<file path="config.mk">
export PLATFORM = sky130hd
export DESIGN_NAME = fba_ctrl
export DESIGN_NICKNAME = d
export VERILOG_FILES = /design/src/fba_pkg.sv /design/src/fba_ctrl.sv
export SDC_FILE = /design/constraint.sdc
export NUM_CORES = 1
export LEC_CHECK = 0
export BUFFER_PORTS_ARGS = -buffer_cell sky130_fd_sc_hd__buf_2
export CORE_AREA = 2 2 39 41
export CTS_CLUSTER_SIZE = 30
export DETAILED_ROUTE_END_ITERATION = 6
export DIE_AREA = 0 0 41 43
export PLACE_DENSITY = 0.56
export SETUP_SLACK_MARGIN = 0.05
export SYNTH_ARGS = -nofsm -noshare
export SYNTH_HDL_FRONTEND = slang
export SYNTH_SLANG_ARGS = --single-unit
export TNS_END_PERCENT = 100
</file>
<file path="constraint.sdc">
create_clock -name clk -period 1 [get_ports clk]
set_input_delay 0.15 -clock clk [delete_from_list [all_inputs] [get_ports clk]]
set_output_delay 0.15 -clock clk [all_outputs]
set_load 0.02 [all_outputs]
</file>
<file path="src/fba_pkg.sv">
`timescale 1ns / 1ps
`default_nettype none
// ----------------------------------------------------------------------------
// fba_pkg: shared types and constants of the frame bitmap allocator
// Defaults for the bitmap geometry, result status codes and the
// command/status bundles between controller and datapath.
// ----------------------------------------------------------------------------
package fba_pkg;

  // default bitmap geometry (WORD_BITS must be a power of two)
  localparam int unsigned NUM_FRAMES_DEF = 4096;
  localparam int unsigned WORD_BITS_DEF  = 32;

  // fixed field widths
  localparam int unsigned FRAME_W = 12;
  localparam int unsigned STAT_W  = 2;

  // request kinds
  localparam logic REQ_ALLOC = 1'b0;
  localparam logic REQ_FREE  = 1'b1;

  // result status codes
  localparam logic [STAT_W-1:0] ST_DONE = 2'd0;
  localparam logic [STAT_W-1:0] ST_NOP  = 2'd1;
  localparam logic [STAT_W-1:0] ST_FULL = 2'd2;

  // controller -> datapath commands
  typedef struct packed {
    logic load_req;    // latch the incoming request
    logic set_nop;     // result: nothing to do
    logic free_rd;     // read the word holding the freed frame
    logic free_mod;    // clear the frame bit, stage the write
    logic scan_start;  // read bitmap word 0
    logic scan_step;   // check current word, read the next one
    logic commit;      // write staged word, load result register
  } cmd_t;

  // datapath -> controller status
  typedef struct packed {
    logic is_free;     // latched request is a free
    logic frame_zero;  // page holds no frame
    logic frame_bad;   // frame outside the bitmap
    logic scan_stop;   // current word has a free bit, or it is the last word
    logic out_free;    // result register can take a new result
  } sts_t;

endpackage
`default_nettype wire

</file>
<file path="src/fba_ctrl.sv">
`timescale 1ns / 1ps
`default_nettype none
// ----------------------------------------------------------------------------
// fba_ctrl: allocator controller
// Sequences accept, dispatch, bitmap scan or free update, and result hand-off.
// ----------------------------------------------------------------------------
module fba_ctrl (
  input  wire logic          clk,
  input  wire logic          rst,
  input  wire logic          s_tvalid,
  output logic               s_tready,
  input  wire fba_pkg::sts_t sts,
  output fba_pkg::cmd_t      cmd
);

  localparam logic [2:0] S_IDLE    = 3'd0;
  localparam logic [2:0] S_DISP    = 3'd1;
  localparam logic [2:0] S_FREE_RD = 3'd2;
  localparam logic [2:0] S_SCAN    = 3'd3;
  localparam logic [2:0] S_DONE    = 3'd4;

  logic [2:0] state;
  logic [2:0] state_next;

  assign s_tready = state == S_IDLE;

  // next state and commands
  always_comb begin
    state_next = state;
    cmd        = '0;
    case (state)
      S_IDLE: begin
        if (s_tvalid) begin
          cmd.load_req = 1'b1;
          state_next   = S_DISP;
        end
      end
      S_DISP: begin
        if (sts.is_free) begin
          if (sts.frame_zero || sts.frame_bad) begin
            cmd.set_nop = 1'b1;
            state_next  = S_DONE;
          end else begin
            cmd.free_rd = 1'b1;
            state_next  = S_FREE_RD;
          end
        end else if (!sts.frame_zero) begin
          cmd.set_nop = 1'b1;
          state_next  = S_DONE;
        end else begin
          cmd.scan_start = 1'b1;
          state_next     = S_SCAN;
        end
      end
      S_FREE_RD: begin
        cmd.free_mod = 1'b1;
        state_next   = S_DONE;
      end
      S_SCAN: begin
        cmd.scan_step = 1'b1;
        if (sts.scan_stop) begin
          state_next = S_DONE;
        end
      end
      S_DONE: begin
        if (sts.out_free) begin
          cmd.commit = 1'b1;
          state_next = S_IDLE;
        end
      end
      default: begin
        state_next = S_IDLE;
      end
    endcase
  end

  // state register
  always_ff @(posedge clk) begin
    if (rst) begin
      state <= S_IDLE;
    end else begin
      state <= state_next;
    end
  end

endmodule
`default_nettype wire

</file>
After elaboration in Yosys (flattened, before gate mapping)
Cells that the tools add are included.

Add/sub/neg operators: 0. Multiply operators: 0. Div/mod/pow operators: 0. $lt $le $gt $ge: 0. Eq/ne operators: 7. Shift operators: 0. Mux-type cells: 22. Bitwise operators: 0. Reductions and logical operators: 3.

Operators by type and width (number): 3-bit 2-to-1 mux (6); 3-bit case mux with 5 select lines (1); 1-bit 2-to-1 mux (14); 3-bit by 2-bit equality test with 1-bit output, second input constant (2); 2-bit inequality test, second input constant (3); 3-bit by 1-bit equality test with 1-bit output, second input constant (1); 3-bit equality test, second input constant (1); 3-bit logical NOT (1); 3-bit AND reduction (1); 2-bit 2-to-1 mux (1); 1-bit logical OR (1).

Flip-flop bits (word level): 3. Latch bits: 0. Bits in writable memories: 0. Bits in read-only memories: 0. Input port bits: 8. Output and inout port bits: 8. Word-level logic and storage cells: 33. Memories kept: 0.

Longest topological paths before layout
Depth in word-level cells: 4. Gate-level depth with buffers: 4. Gate-level depth less buffers: 3.

Worst setup path after synthesis
No wires, ideal clock.

Path type: flip-flop to output port. Start point: reg state[1]. End point: out cmd[6] (netlist name). Arrival time: 1314 ps. Data required time: 850 ps. Slack: -464 ps. Stages on the path, launching flop included: 4. Path buffers: 1. Cell sequence: dfxtp_1 > buf_2 > nor3_1 > and2_1.

RTL lines: from (decl) (RTL line fba_ctrl.sv:22) `logic [2:0] state;`; from (signal assigned) (RTL line fba_ctrl.sv:82) `state <= state_next;`; to (decl) (RTL line fba_ctrl.sv:13) `output fba_pkg::cmd_t cmd`.

==> impl_metrics.yaml <==
global_routing:
  grt_pass1_vias: 318
  track_usage_pct: 11.5
  grt_antenna_before_repair: 0
  grt_max_degree: 8
  grt_pass1_wl_um: 1300
  grt-ovfl-total: 0
synth:
  synth_ff_type: "dfxtp_1"
  synth_warnings: 0
  synthMostInstantiatedCell: "nor2_1"
  synthTopCellsByCount: "nor2_1, dfxtp_1, buf_2, nand2_1, nor3_1"
  ys_seq_elements: 3
  syn_nets: 42
  ys_seq_area_share_pct: 22.2
  synthTopCellsByArea: "dfxtp_1, nor2_1, and4bb_2"
  synth.distinct_cells: 25
  synth_area_um2: 270
  synth_edf_count: 0
  syn_inst: 34
  async_flop_share_pct: 0
  synth_area_per_cell_um2: 7.95
  synth_top_area_cell: "dfxtp_1"
  synth.top_cell.area_share_pct: 22.2
setup_path:
  arrival_ps: 1240
  cp.required_ps: 850
  path_max_fanout: 4
  criticalPathCategory: "register to primary output"
  worstSetupStartpointType: "register"
  r2r_setup_slack_ps: -180
  cp-end-kind: "primary output"
power_and_ir_drop:
  max-vdd-ir-drop_v: 0.000948
  p_leak_uw: 0.000288
  power_density_nw_per_um2: 2800
sta:
  period_needed_ps: 1390
  tightest_slew_ps: 297
  hold_viol: 0
  worst_slack_ps: -393
  fin_crit_sh_pct: 139
  finalMaxSlewViolations: 0
  slew_headroom_pct: 79.9
  timing.fmax_mhz: 718
  skew_ps: 4.28
  rsz0062_at_grt: "true"
  finalSetupViolations: 11
clocking:
  numClockSinks: 3
  clockRootBuffer: "clkbuf_4"
  clkTransAtPathRegs_ps: 40
  cts_max_level: 1
  cts_buffer_depth: 2
  clk_latency_ps: 240
  cts_tree: "built"
  numCtsBuffers: 3
hold_path:
  hp-class: "input port to register"
die:
  die_h_um: 43
  dieArea_um2: 1760
  num_io_pins: 16
  core_area_um2: 1380
  num_rows: 14
  start_util_pct: 19.5
  die_x_um: 41
finish:
  fin_util_pct: 47.8
  largestRegisters: "state (3)"
  drive_gt1_share_pct: 82.5
  regMostFlops: "state"
  layout.cells.non_filler: 79
  area_growth_pct: 145
  nets: 72
  n_antenna_cell: 0
  largest_register_ff_count: 3
placement:
  hpwl_um: 617
  port-buffer-count: 15
  dp_cells: 72
  place.gp.congestion: 0.742
status:
  status: "finished, violations left"
  violations: "setup timing"
routing:
  vias: 349
  dr.pass1.iters: 3
  ant_nets: 0
  drc: 0
  first_iter_violations: 7
  detail_route.wl_per_cell_um: 11.4
  drt-total-wl_um: 901
  drt-vias-per-instance: 4.42
flow_run:
  maxCapViolCount: 0
## report_power, final
| group | internal (uW) | total [uW] | switching (uW) |
|---|---|---|---|
| Combinational | 784 | 1410 | 623 |
| Clock | 151 | 228 | 77.8 |
| Sequential | 175 | 216 | 41.1 |
| Total | 1110 | 1850 | 742 |
## worst max-delay path, cell delays in order (launching register included)
cell     delay [ps]
dfxtp_2         320
or3b_4          450
nor2_4          110
buf_6           120
## stage by stage
stage	total power (uW)	hold slack [ps]	TNS, ps	setup WS, ps	cell area, um^2
floorplan	900	266	-826	-186	348
global placement	1230	396	-1220	-187	497
detailed placement	1230	398	-1300	-189	497
CTS	1720	151	-3080	-407	618
global route	1950	171	-3280	-414	662
finish	1850	165	-2940	-393	662
## layout make-up
| cell class | instances | area, um^2 |
|---|---|---|
| well taps | 16 | 20.0 |
| flip-flops and latches | 3 | 63.8 |
| inverters | 1 | 3.75 |
| multi-input cells | 27 | 290 |
| clock buffers | 4 | 26.3 |
| fillers | 135 | 722 |
| repair buffers | 28 | 258 |
## cells in the final DEF, fill, tap and decap left out, types with 2 or more instances in the layout
cell type  instances
buf_4              6
buf_2              7
a21oi_2            2
nor3_4             2
clkbuf_4           3
dfxtp_2            3
nor2_4             4
buf_6             14
## kinds of logic after synthesis
kind of cell,count (synthesis),share of synthesized area (%)
simple gates,18,42.1
compound gates,9,26.4
buf+inv,4,9.26
flops,3,22.2
## what timing repair did
action,4_1_cts,5_1_grt
endpoints found under the setup margin,11,11
pin swaps,7,3
hold buffers,0,0
setup buffers,1,3
resized for setup,27,8
## metal layers
layer / wire, um / part of all wire, % / vias up / GRT usage (%)
li1: - / - / 183 / -
met1: 340 / 38 / 152 / 11.2
met2: 498 / 55 / 12 / 18.8
met3: 44 / 4.9 / 2 / 2.62
met4: 19 / 2.1 / 0 / 10.0
met5: 0 / 0 / - / 0
## path summary, 6_finish.rpt
| kind | to | startpoint | cells after the start |
|---|---|---|---|
| min reg2reg | state[0] | state[1] | 3 |
| min | state[2] | rst | 2 |
| max reg2reg | state[2] | state[1] | 5 |
| max | cmd[4] | state[1] | 3 |
No activity file was read; power rests on OpenSTA's default activity.
