**config.mk**
```make
export PLATFORM = sky130hd
export DESIGN_NAME = fba_dp
export DESIGN_NICKNAME = d
export VERILOG_FILES = /design/src/fba_pkg.sv /design/src/fba_ram.sv /design/src/fba_dp.sv
export SDC_FILE = /design/constraint.sdc
export NUM_CORES = 2
export LEC_CHECK = 0
export ABC_AREA = 1
export CAP_MARGIN = 30
export CORE_ASPECT_RATIO = 0.7
export CORE_MARGIN = 2
export CORE_UTILIZATION = 35
export CTS_BUF_LIST = sky130_fd_sc_hd__clkbuf_4 sky130_fd_sc_hd__clkbuf_8
export DETAILED_ROUTE_END_ITERATION = 10
export DONT_BUFFER_PORTS = 1
export GPL_TIMING_DRIVEN = 1
export SETUP_SLACK_MARGIN = 0.02
export SLEW_MARGIN = 20
export SYNTH_ARGS = -nofsm -noshare
export SYNTH_HDL_FRONTEND = slang
export SYNTH_SLANG_ARGS = --single-unit
```
**constraint.sdc**
```tcl
create_clock -name clk -period 6.5 [get_ports clk]
set_input_delay 1.3 -clock clk [delete_from_list [all_inputs] [get_ports clk]]
set_output_delay 1.3 -clock clk [all_outputs]
set_load 0.005 [all_outputs]
```
**src/fba_pkg.sv**
```systemverilog
`timescale 1ns / 1ps
`default_nettype none
// ----------------------------------------------------------------------------
// fba_pkg: shared types and constants of the frame bitmap allocator
// Defaults for the bitmap geometry, result status codes and the
// command/status bundles between controller and datapath.
// ----------------------------------------------------------------------------
package fba_pkg;

  // default bitmap geometry (WORD_BITS must be a power of two)
  localparam int unsigned NUM_FRAMES_DEF = 4096;
  localparam int unsigned WORD_BITS_DEF  = 32;

  // fixed field widths
  localparam int unsigned FRAME_W = 12;
  localparam int unsigned STAT_W  = 2;

  // request kinds
  localparam logic REQ_ALLOC = 1'b0;
  localparam logic REQ_FREE  = 1'b1;

  // result status codes
  localparam logic [STAT_W-1:0] ST_DONE = 2'd0;
  localparam logic [STAT_W-1:0] ST_NOP  = 2'd1;
  localparam logic [STAT_W-1:0] ST_FULL = 2'd2;

  // controller -> datapath commands
  typedef struct packed {
    logic load_req;    // latch the incoming request
    logic set_nop;     // result: nothing to do
    logic free_rd;     // read the word holding the freed frame
    logic free_mod;    // clear the frame bit, stage the write
    logic scan_start;  // read bitmap word 0
    logic scan_step;   // check current word, read the next one
    logic commit;      // write staged word, load result register
  } cmd_t;

  // datapath -> controller status
  typedef struct packed {
    logic is_free;     // latched request is a free
    logic frame_zero;  // page holds no frame
    logic frame_bad;   // frame outside the bitmap
    logic scan_stop;   // current word has a free bit, or it is the last word
    logic out_free;    // result register can take a new result
  } sts_t;

endpackage
`default_nettype wire

```
**src/fba_ram.sv**
```systemverilog
`timescale 1ns / 1ps
`default_nettype none
// ----------------------------------------------------------------------------
// fba_ram: generic single-write, single-read RAM
// One write port and one read port; read data is registered.
// ----------------------------------------------------------------------------
module fba_ram #(
  parameter int unsigned WIDTH = 32,
  parameter int unsigned DEPTH = 128,
  parameter int unsigned AW    = (DEPTH > 1) ? $clog2(DEPTH) : 1
) (
  input  wire logic             clk,
  input  wire logic             we,
  input  wire logic [AW-1:0]    waddr,
  input  wire logic [WIDTH-1:0] wdata,
  input  wire logic [AW-1:0]    raddr,
  output logic      [WIDTH-1:0] rdata
);

  logic [WIDTH-1:0] mem [DEPTH];

  // write port
  always_ff @(posedge clk) begin
    if (we) begin
      mem[waddr] <= wdata;
    end
  end

  // registered read port
  always_ff @(posedge clk) begin
    rdata <= mem[raddr];
  end

endmodule
`default_nettype wire

```
**src/fba_dp.sv**
```systemverilog
`timescale 1ns / 1ps
`default_nettype none
// ----------------------------------------------------------------------------
// fba_dp: allocator datapath
// Bitmap RAM with per-word valid bits, word scan with lowest-free-bit
// encoder, free read-modify-write and the result register.
// ----------------------------------------------------------------------------
module fba_dp #(
  parameter int unsigned NUM_FRAMES = fba_pkg::NUM_FRAMES_DEF,
  parameter int unsigned WORD_BITS  = fba_pkg::WORD_BITS_DEF
) (
  input  wire logic         clk,
  input  wire logic         rst,
  input  wire logic [0:0]   s_tuser,   // [0] req_type
  input  wire logic [15:0]  s_tdata,   // [11:0] page_frame, [12] kernel_page,
                                       // [13] writable_page
  input  wire fba_pkg::cmd_t cmd,
  output fba_pkg::sts_t     sts,
  input  wire logic         m_tready,
  output logic              m_tvalid,
  output logic [1:0]        m_tuser,   // [1:0] status
  output logic [15:0]       m_tdata    // [11:0] frame_out, [12] present, [13] rw, [14] user
);

  localparam int unsigned MAP_WORDS = (NUM_FRAMES + WORD_BITS - 1) / WORD_BITS;
  localparam int unsigned AW = (MAP_WORDS > 1) ? $clog2(MAP_WORDS) : 1;
  localparam int unsigned BW = $clog2(WORD_BITS);
  localparam int unsigned CW = AW + BW;
  localparam int unsigned FW = fba_pkg::FRAME_W;

  // latched request
  logic          req_type;
  logic [FW-1:0] page_frame;
  logic          kernel_page;
  logic          is_wr;

  // bitmap access
  logic [AW-1:0]        rd_addr;
  logic [AW-1:0]        rd_addr_q;
  logic [WORD_BITS-1:0] rdata;
  logic [MAP_WORDS-1:0] valid_map;
  logic                 wr_pend;
  logic [AW-1:0]        wr_addr;
  logic [WORD_BITS-1:0] wr_data;

  // pending result
  logic [1:0]    res_status;
  logic [FW-1:0] res_frame;
  logic          res_present;
  logic          res_rw;
  logic          res_user;

  // scan / free helpers
  logic [WORD_BITS-1:0] eff_word;
  logic                 word_full;
  logic [BW-1:0]        hit_bit;
  logic [CW-1:0]        hit_frame;
  logic [CW+FW-1:0]     hit_ext;
  logic                 hit_in_range;
  logic                 last_word;
  logic [AW+FW-1:0]     pf_ext;
  logic [AW-1:0]        free_idx;
  logic [WORD_BITS-1:0] set_word;
  logic [WORD_BITS-1:0] clr_word;

  // bitmap storage
  fba_ram #(
    .WIDTH(WORD_BITS),
    .DEPTH(MAP_WORDS),
    .AW   (AW)
  ) u_map (
    .clk  (clk),
    .we   (cmd.commit & wr_pend),
    .waddr(wr_addr),
    .wdata(wr_data),
    .raddr(rd_addr),
    .rdata(rdata)
  );

  // word index of the frame being freed
  assign pf_ext   = {{AW{1'b0}}, page_frame};
  assign free_idx = pf_ext[BW +: AW];

  // read address select
  always_comb begin
    rd_addr = rd_addr_q;
    if (cmd.free_rd) begin
      rd_addr = free_idx;
    end else if (cmd.scan_start) begin
      rd_addr = '0;
    end else if (cmd.scan_step) begin
      rd_addr = rd_addr_q + AW'(1);
    end
  end

  // word as seen after reset: unwritten words are free, word 0 holds frame 0
  always_comb begin
    if (valid_map[rd_addr_q]) begin
      eff_word = rdata;
    end else if (rd_addr_q == '0) begin
      eff_word = WORD_BITS'(1);
    end else begin
      eff_word = '0;
    end
  end

  // lowest free bit of the current word
  always_comb begin
    hit_bit = '0;
    for (int i = WORD_BITS - 1; i >= 0; i--) begin
      if (!eff_word[i]) begin
        hit_bit = BW'(i);
      end
    end
  end

  assign word_full    = &eff_word;
  assign hit_frame    = {rd_addr_q, hit_bit};
  assign hit_ext      = {{FW{1'b0}}, hit_frame};
  assign hit_in_range = 32'(hit_frame) < 32'(NUM_FRAMES);
  assign last_word    = rd_addr_q == AW'(MAP_WORDS - 1);
  assign set_word     = eff_word | (WORD_BITS'(1) << hit_bit);
  assign clr_word     = eff_word & ~(WORD_BITS'(1) << page_frame[BW-1:0]);

  // status to controller
  assign sts.is_free    = req_type == fba_pkg::REQ_FREE;
  assign sts.frame_zero = page_frame == '0;
  assign sts.frame_bad  = 32'(page_frame) >= 32'(NUM_FRAMES);
  assign sts.scan_stop  = !word_full || last_word;
  assign sts.out_free   = !m_tvalid || m_tready;

  // request latch and read address tracking
  always_ff @(posedge clk) begin
    rd_addr_q <= rd_addr;
    if (cmd.load_req) begin
      req_type    <= s_tuser[0];
      page_frame  <= s_tdata[FW-1:0];
      kernel_page <= s_tdata[12];
      is_wr       <= s_tdata[13];
    end
  end

  // staged write and result
  always_ff @(posedge clk) begin
    if (rst) begin
      wr_pend <= 1'b0;
    end else if (cmd.load_req) begin
      wr_pend <= 1'b0;
    end else if (cmd.free_mod) begin
      wr_pend <= 1'b1;
    end else if (cmd.scan_step && !word_full && hit_in_range) begin
      wr_pend <= 1'b1;
    end
  end

  always_ff @(posedge clk) begin
    if (cmd.set_nop) begin
      res_status  <= fba_pkg::ST_NOP;
      res_frame   <= (req_type == fba_pkg::REQ_FREE) ? '0 : page_frame;
      res_present <= 1'b0;
      res_rw      <= 1'b0;
      res_user    <= 1'b0;
    end else if (cmd.free_mod) begin
      wr_addr     <= rd_addr_q;
      wr_data     <= clr_word;
      res_status  <= fba_pkg::ST_DONE;
      res_frame   <= '0;
      res_present <= 1'b0;
      res_rw      <= 1'b0;
      res_user    <= 1'b0;
    end else if (cmd.scan_step) begin
      if (!word_full && hit_in_range) begin
        wr_addr     <= rd_addr_q;
        wr_data     <= set_word;
        res_status  <= fba_pkg::ST_DONE;
        res_frame   <= hit_ext[FW-1:0];
        res_present <= 1'b1;
        res_rw      <= is_wr;
        res_user    <= ~kernel_page;
      end else if (!word_full || last_word) begin
        // free bit lies past the last frame, or no word left
        res_status  <= fba_pkg::ST_FULL;
        res_frame   <= '0;
        res_present <= 1'b0;
        res_rw      <= 1'b0;
        res_user    <= 1'b0;
      end
    end
  end

  // per-word valid bits
  always_ff @(posedge clk) begin
    if (rst) begin
      valid_map <= '0;
    end else if (cmd.commit && wr_pend) begin
      valid_map[wr_addr] <= 1'b1;
    end
  end

  // result register
  always_ff @(posedge clk) begin
    if (rst) begin
      m_tvalid <= 1'b0;
    end else if (cmd.commit) begin
      m_tvalid <= 1'b1;
    end else if (m_tready) begin
      m_tvalid <= 1'b0;
    end
  end

  always_ff @(posedge clk) begin
    if (cmd.commit) begin
      m_tuser <= res_status;
      m_tdata <= {1'b0, res_user, res_rw, res_present, res_frame};
    end
  end

endmodule
`default_nettype wire

```
Word level (Yosys, flattened, before mapping)
Memory sizes are Yosys's and may differ from the RTL's. A register that Yosys moved wholly into a read port is not among the register bits.
Cells that the tools add are included.
{ "totals": {"register_bits": 225, "ram_bits": 4096, "inputBits": 27, "word_cells": 124, "memories": 1} }
{ "classes": {"add_sub_neg": 1, "order_cmp": 3, "n_eq_ne": 5, "shift": 2, "mux": 67, "n_bitwise": 7, "n_reduce_logical": 20} }
{ "memory_table": {"columns": ["name", "depth", "word_bits", "read_ports", "rd_ports_with_merged_regs", "wr", "line_no", "rtl"], "rows": [
  ["u_map.mem", 128, 32, 1, 1, 1, "fba_ram.sv:20", "logic [WIDTH-1:0] mem [DEPTH];"]
]} }
{ "ops": {"columns": ["cell", "count"], "rows": [
  ["5-bit 2-to-1 mux", 32],
  ["32-bit 2-to-1 mux", 4],
  ["128-bit OR", 1],
  ["12-bit 2-to-1 mux", 6],
  ["1-bit by 5-bit left shift with 32-bit output (first input constant)", 2],
  ["7-bit 2-to-1 mux", 6],
  ["32-bit bitwise AND", 1],
  ["32-bit NOT", 1],
  ["32-bit OR", 1],
  ["32-bit AND reduction", 1],
  ["7-bit by 8-bit less-than comparator with 1-bit output (second input constant)", 2],
  ["1-bit 2-to-1 mux", 15],
  ["12-bit zero test", 1],
  ["7-bit by 1-bit adder with 7-bit output (second input constant)", 1],
  ["1-bit binary-select mux with 7-bit select", 1],
  ["1-bit demux with 7-bit select", 1],
  ["7-bit == test (second input constant)", 1],
  ["7-bit by 1-bit greater-or-equal comparator with 1-bit output (second input constant)", 1],
  ["7-bit zero test", 1],
  ["2-bit AND reduction", 3],
  ["2-bit nonzero test", 3],
  ["2-bit 2-to-1 mux", 2],
  ["2-bit != test (second input constant)", 2],
  ["4-bit != test (second input constant)", 1],
  ["9 further kinds", 15]
]} }

Depth between registers and ports, before layout
{ "logic_depth": {"ltp_word": 40, "depth_mapped": 35, "mapped_depth_nobuf": 35} }

Cells and area by module
Synthesis repeated with hierarchy kept, for this count alone.
{ "hier_totals": {"hier_cells": 14655, "area_unflattened_um2": 174821.4} }
{ "modules_own_cells": {"columns": ["module", "n_inst", "cells_per_inst", "area_each_um2", "seq_area_each_um2"], "rows": [
  ["fba_ram", 1, 13389, 164634.1, 123638.6],
  ["fba_dp", 1, 1266, 10187.3, 5335.1]
]} }

Worst setup path before layout
Ideal clock, no wire load.
{ "synth_timing": {"path_type": "flip-flop to flip-flop", "from": "register rd_addr_q[0]", "to": "register wr_addr[0], enable pin", "t_arrival_ns": 4.091, "t_required_ns": 6.065, "setup_slack_ns": 1.974, "stages_incl_launch_ff": 26, "cell_sequence": "dfxtp_1 -> buf_6 -> buf_4 -> nand2_1 -> nand3_1 -> nand2_1 -> nand2_1 -> nand2_1 -> nor2_1 -> nor2_1 -> nor2_1 -> nand3_2 -> nand2_4 -> inv_2 -> buf_6 -> nand2_1 -> o21ai_2 -> nand2_1 -> inv_2 -> nand2_1 -> nor2_2 -> nand2_1 -> nor2_2 -> nor2_1 -> nor2_1 -> nor2_1"} }
{ "synth_via": {"elab_chain_len": 6, "word_cells_on_any_way": 8, "cone_classes": "eq/ne: 1; mux: 4; reduce/logical: 3"} }
{ "synth_lines": {"columns": ["item", "line_no", "rtl"], "rows": [
  ["start, declared", "fba_dp.sv:39", "logic [AW-1:0] rd_addr_q;"],
  ["start signal, assigned", "fba_dp.sv:134", "rd_addr_q <= rd_addr;"],
  ["1-bit binary-select mux with 7-bit select / 7-bit zero test (equally long branches)", "fba_dp.sv:98, fba_dp.sv:100", null],
  ["1-bit 2-to-1 mux, on equally long branches", "fba_dp.sv:98, fba_dp.sv:100", null],
  ["32-bit 2-to-1 mux *", "fba_dp.sv:98", "if (valid_map[rd_addr_q]) begin"],
  ["32-bit AND reduction *", "fba_dp.sv:117", "assign word_full = &eff_word;"],
  ["2-bit != test (no source line) *", null, null],
  ["3-bit AND reduction (no source line) *", null, null],
  ["end signal, assigned", "fba_dp.sv:164", "wr_addr <= rd_addr_q;"],
  ["end signal, assigned", "fba_dp.sv:173", "wr_addr <= rd_addr_q;"],
  ["end, declared", "fba_dp.sv:43", "logic [AW-1:0] wr_addr;"]
]} }
Every way passes the cells marked *; elsewhere a longest branch is shown, timed or not. The select of a mux whose other input is x is not followed.
A chain may end at the register's enable or synchronous reset.

==> run summary <==
Synth Cell Area = 0.175 mm²
Clk_lat worst skew = 1.18 ns
VDD IR max = 0.000200 V
Minimum clock period = 6.14 ns
Post-synth EDFFs = 4179
Fill count = 46500
CTS Sinks = 4353
Post-route ant nets = 0
Worst slew pin tran = 1.08 ns
Final setup violating endpoints = 0
Final TNS setup = 0 ns
Post-layout net count = 13600
Worst setup EP type = output port
CORE AREA = 0.499 mm²
Site Rows = 217
Post-CTS Setup Bufs = 0
Max Buffers Root-to-Sink = 4
WS Path Type = reg2out
Leakage = 63.6 nW
Status = complete, no violations
CTS tree = built
FF+latch count, synth = 4353
Layout cells sized above 1 = 19.6%
Vias in the first global route = 105000
Worst Path Arrival = 4.84 ns
Worst-path clk slew = 0.08 ns
Ys flop type = edfxtp_1
WP data required = 5.20 ns
Max capacitance violation total = 0
Hold Crit Class = in2reg
Most frequent cells in the layout = edfxtp_1 (4179), nor2_1 (3090), o211ai_1 (1043)
Register area share after synthesis = 73.6%
DP Wirelength = 304000 µm
RSZ-0062 raised after global routing = no
Initial Util = 35.1%
Initial antenna violation count = 47
Relative slew slack = 27.9%
Drt pass-1 iters = 8
Most common cell after layout, fill and taps aside = edfxtp_1
Worst Skew = 0.111 ns
Warnings from Yosys = 0
Die Wd = 850 µm
R2R cell count = 14
Util after Layout = 39.8%
I/O pins = 51
Yosys cell types = 40
CTS buffer count = 626
Syn_area_per_cell = 13.1 µm²
Total GRT Usage = 20.5%
Global-route wire length before repair = 766000 µm
Reg2Reg Launch Point = rd_addr_q[0]
Fin crit share = 94.5%
# DRC = 0
Root buffer cell = clkbuf_8
Fmax = 163 MHz
FFs w/ async S/R, synth = 0%
GPL Wtd Cong = 0.960
# port buffers = 0
Critical Path Start Type = flop
CP Capture Point = sts[1]
Avg WL per Cell = 26.1 µm
Largest net degree at the start of global routing = 184
Pwr dens = 307 mW/mm²
Global route overflow = 0
Slew Viols, Final = 0
Design Power = 60.9 mW
Flop2flop setup slack = 1.21 ns
H-tree Lvls = 6
Area Overhead vs Synth = 13.4%
Hold Buf Count CTS = 0
Die area = 0.506 mm²
Drt via density = 5.48
Worst r2r dst = u_map.rdata[17]
Crit-path max FO = 31
Initial DRC Count = 15500
Endpoints failing hold = 0
Worst Setup SP = rd_addr_q[2]
Die Y = 596 µm
Via count = 114000
Total Wirelength = 542000 µm
Cells after synthesis = 13300
[cell families after synthesis]
kind of cell    count (synthesis)  synth area share [%]
compound gates               3115                  12.1
buf+inv                      1132                  2.51
fa+ha+maj                       2                0.0143
xor+xnor                        3                0.0150
simple gates                 4721                  11.7
flops                        4353                  73.6
other cells                     1               0.00214
[layout make-up]
class	instances	area, µm²	share of cell area [%]
multi-input cells	7843	42900	21.6
repair buffers	543	5380	2.71
flip-flops and latches	4353	129000	64.9
inverters	173	677	0.341
clock buffers	905	10900	5.49
clock inverters	208	1220	0.616
well taps	6679	8360	4.21
diodes	60	150	0.0756
[routing by layer]
layer  up-vias  global-route usage, %  wire, µm
li1      50000                      -         -
met1     57200                   30.5    233000
met2      5657                   28.7    222000
met3       835                   5.74     65800
met4         8                   7.19     20600
met5         -                      0        53
[worst min-delay path by stage]
stage                  startpoint             to  slack [ns]  cells after the start
floorplan            res_frame[0]     m_tdata[0]        0.40                      0
global placement    res_frame[11]    m_tdata[11]        0.41                      0
detailed placement  res_frame[11]    m_tdata[11]        0.42                      0
CTS                    s_tdata[2]  page_frame[2]        0.15                      0
global route          s_tdata[13]          is_wr        0.21                      0
finish                 s_tdata[1]  page_frame[1]        0.22                      0
[flip-flops by register name (all words and copies together), names as in the netlist, 2 cells and up]
name	flops
u_map.mem	4096
valid_map	128
u_map.rdata	32
wr_data	32
m_tdata	15
page_frame	12
res_frame	12
rd_addr_q	7
wr_addr	7
m_tuser	2
res_status	2
[repair_timing]
item                                    CTS  global route
endpoints found under the setup margin    0             1
hold endpoints to repair                  0             0
resized for setup                         0             2
[Yosys cell counts, types with 2 or more instances]
library cell | number | share of area (%)
edfxtp_1 | 4179 | 72
o21ai_0 | 653 | 1.9
nand3_2 | 2 | 0.011
o21ai_1 | 28 | 0.080
o21ai_2 | 2 | 0.010
o21bai_1 | 9 | 0.039
clkinv_1 | 2 | 0.0043
nand4_1 | 25 | 0.089
nand2_2 | 3 | 0.011
nor2_4 | 2 | 0.013
inv_2 | 8 | 0.017
clkbuf_1 | 832 | 1.8
o31ai_1 | 1025 | 4.4
o22ai_1 | 335 | 1.2
a211oi_1 | 6 | 0.026
buf_2 | 54 | 0.15
nand3_1 | 50 | 0.14
a21oi_1 | 7 | 0.020
nand2_1 | 377 | 0.81
o211ai_1 | 1043 | 4.5
ha_1 | 2 | 0.014
buf_6 | 5 | 0.032
dfxtp_1 | 174 | 2.0
or2_2 | 1025 | 3.7
xor2_1 | 3 | 0.015
buf_1 | 55 | 0.12
nor3_1 | 9 | 0.026
buf_4 | 13 | 0.056
inv_1 | 163 | 0.35
nor2_1 | 3219 | 6.9
nor2_2 | 5 | 0.018
o21a_1 | 4 | 0.017
[report_power, final]
group | total, mW | switching [mW] | internal, mW
Combinational | 7.57 | 5.63 | 1.95
Clock | 21.8 | 10.8 | 11.0
Sequential | 31.5 | 0.162 | 31.3
Total | 60.9 | 16.6 | 44.3
[stage by stage]
step / std cells / area [µm²] / setup WS, ns / hold WS (ns)
6_report: 20800 / 199000 / 0.355 / 0.219
5_1_grt: 20700 / 199000 / 0.111 / 0.209
3_5_place_dp: 19600 / 186000 / 0.963 / 0.415
4_1_cts: 20700 / 198000 / 0.185 / 0.153
2_1_floorplan: 13300 / 175000 / 1.97 / 0.400
3_3_place_gp: 19600 / 186000 / 0.976 / 0.409
[worst max-delay path, stage by stage (launching register included)]
cell and delay, ns:
dfxtp_1 0.46, nand2_1 0.21, inv_1 0.65, nand2_1 0.12
nand2_1 0.10, nor2_1 0.14, nor2_1 0.13, nor2_1 0.07
nand3_2 0.15, nand2_4 0.13, inv_4 0.31, nand2_1 0.23
nor2_1 0.17, nand2_1 0.11, nor2_1 0.12, nand4_1 0.18
nor2_2 0.24, o21ai_2 0.18
No activity file was read; power rests on OpenSTA's default activity.
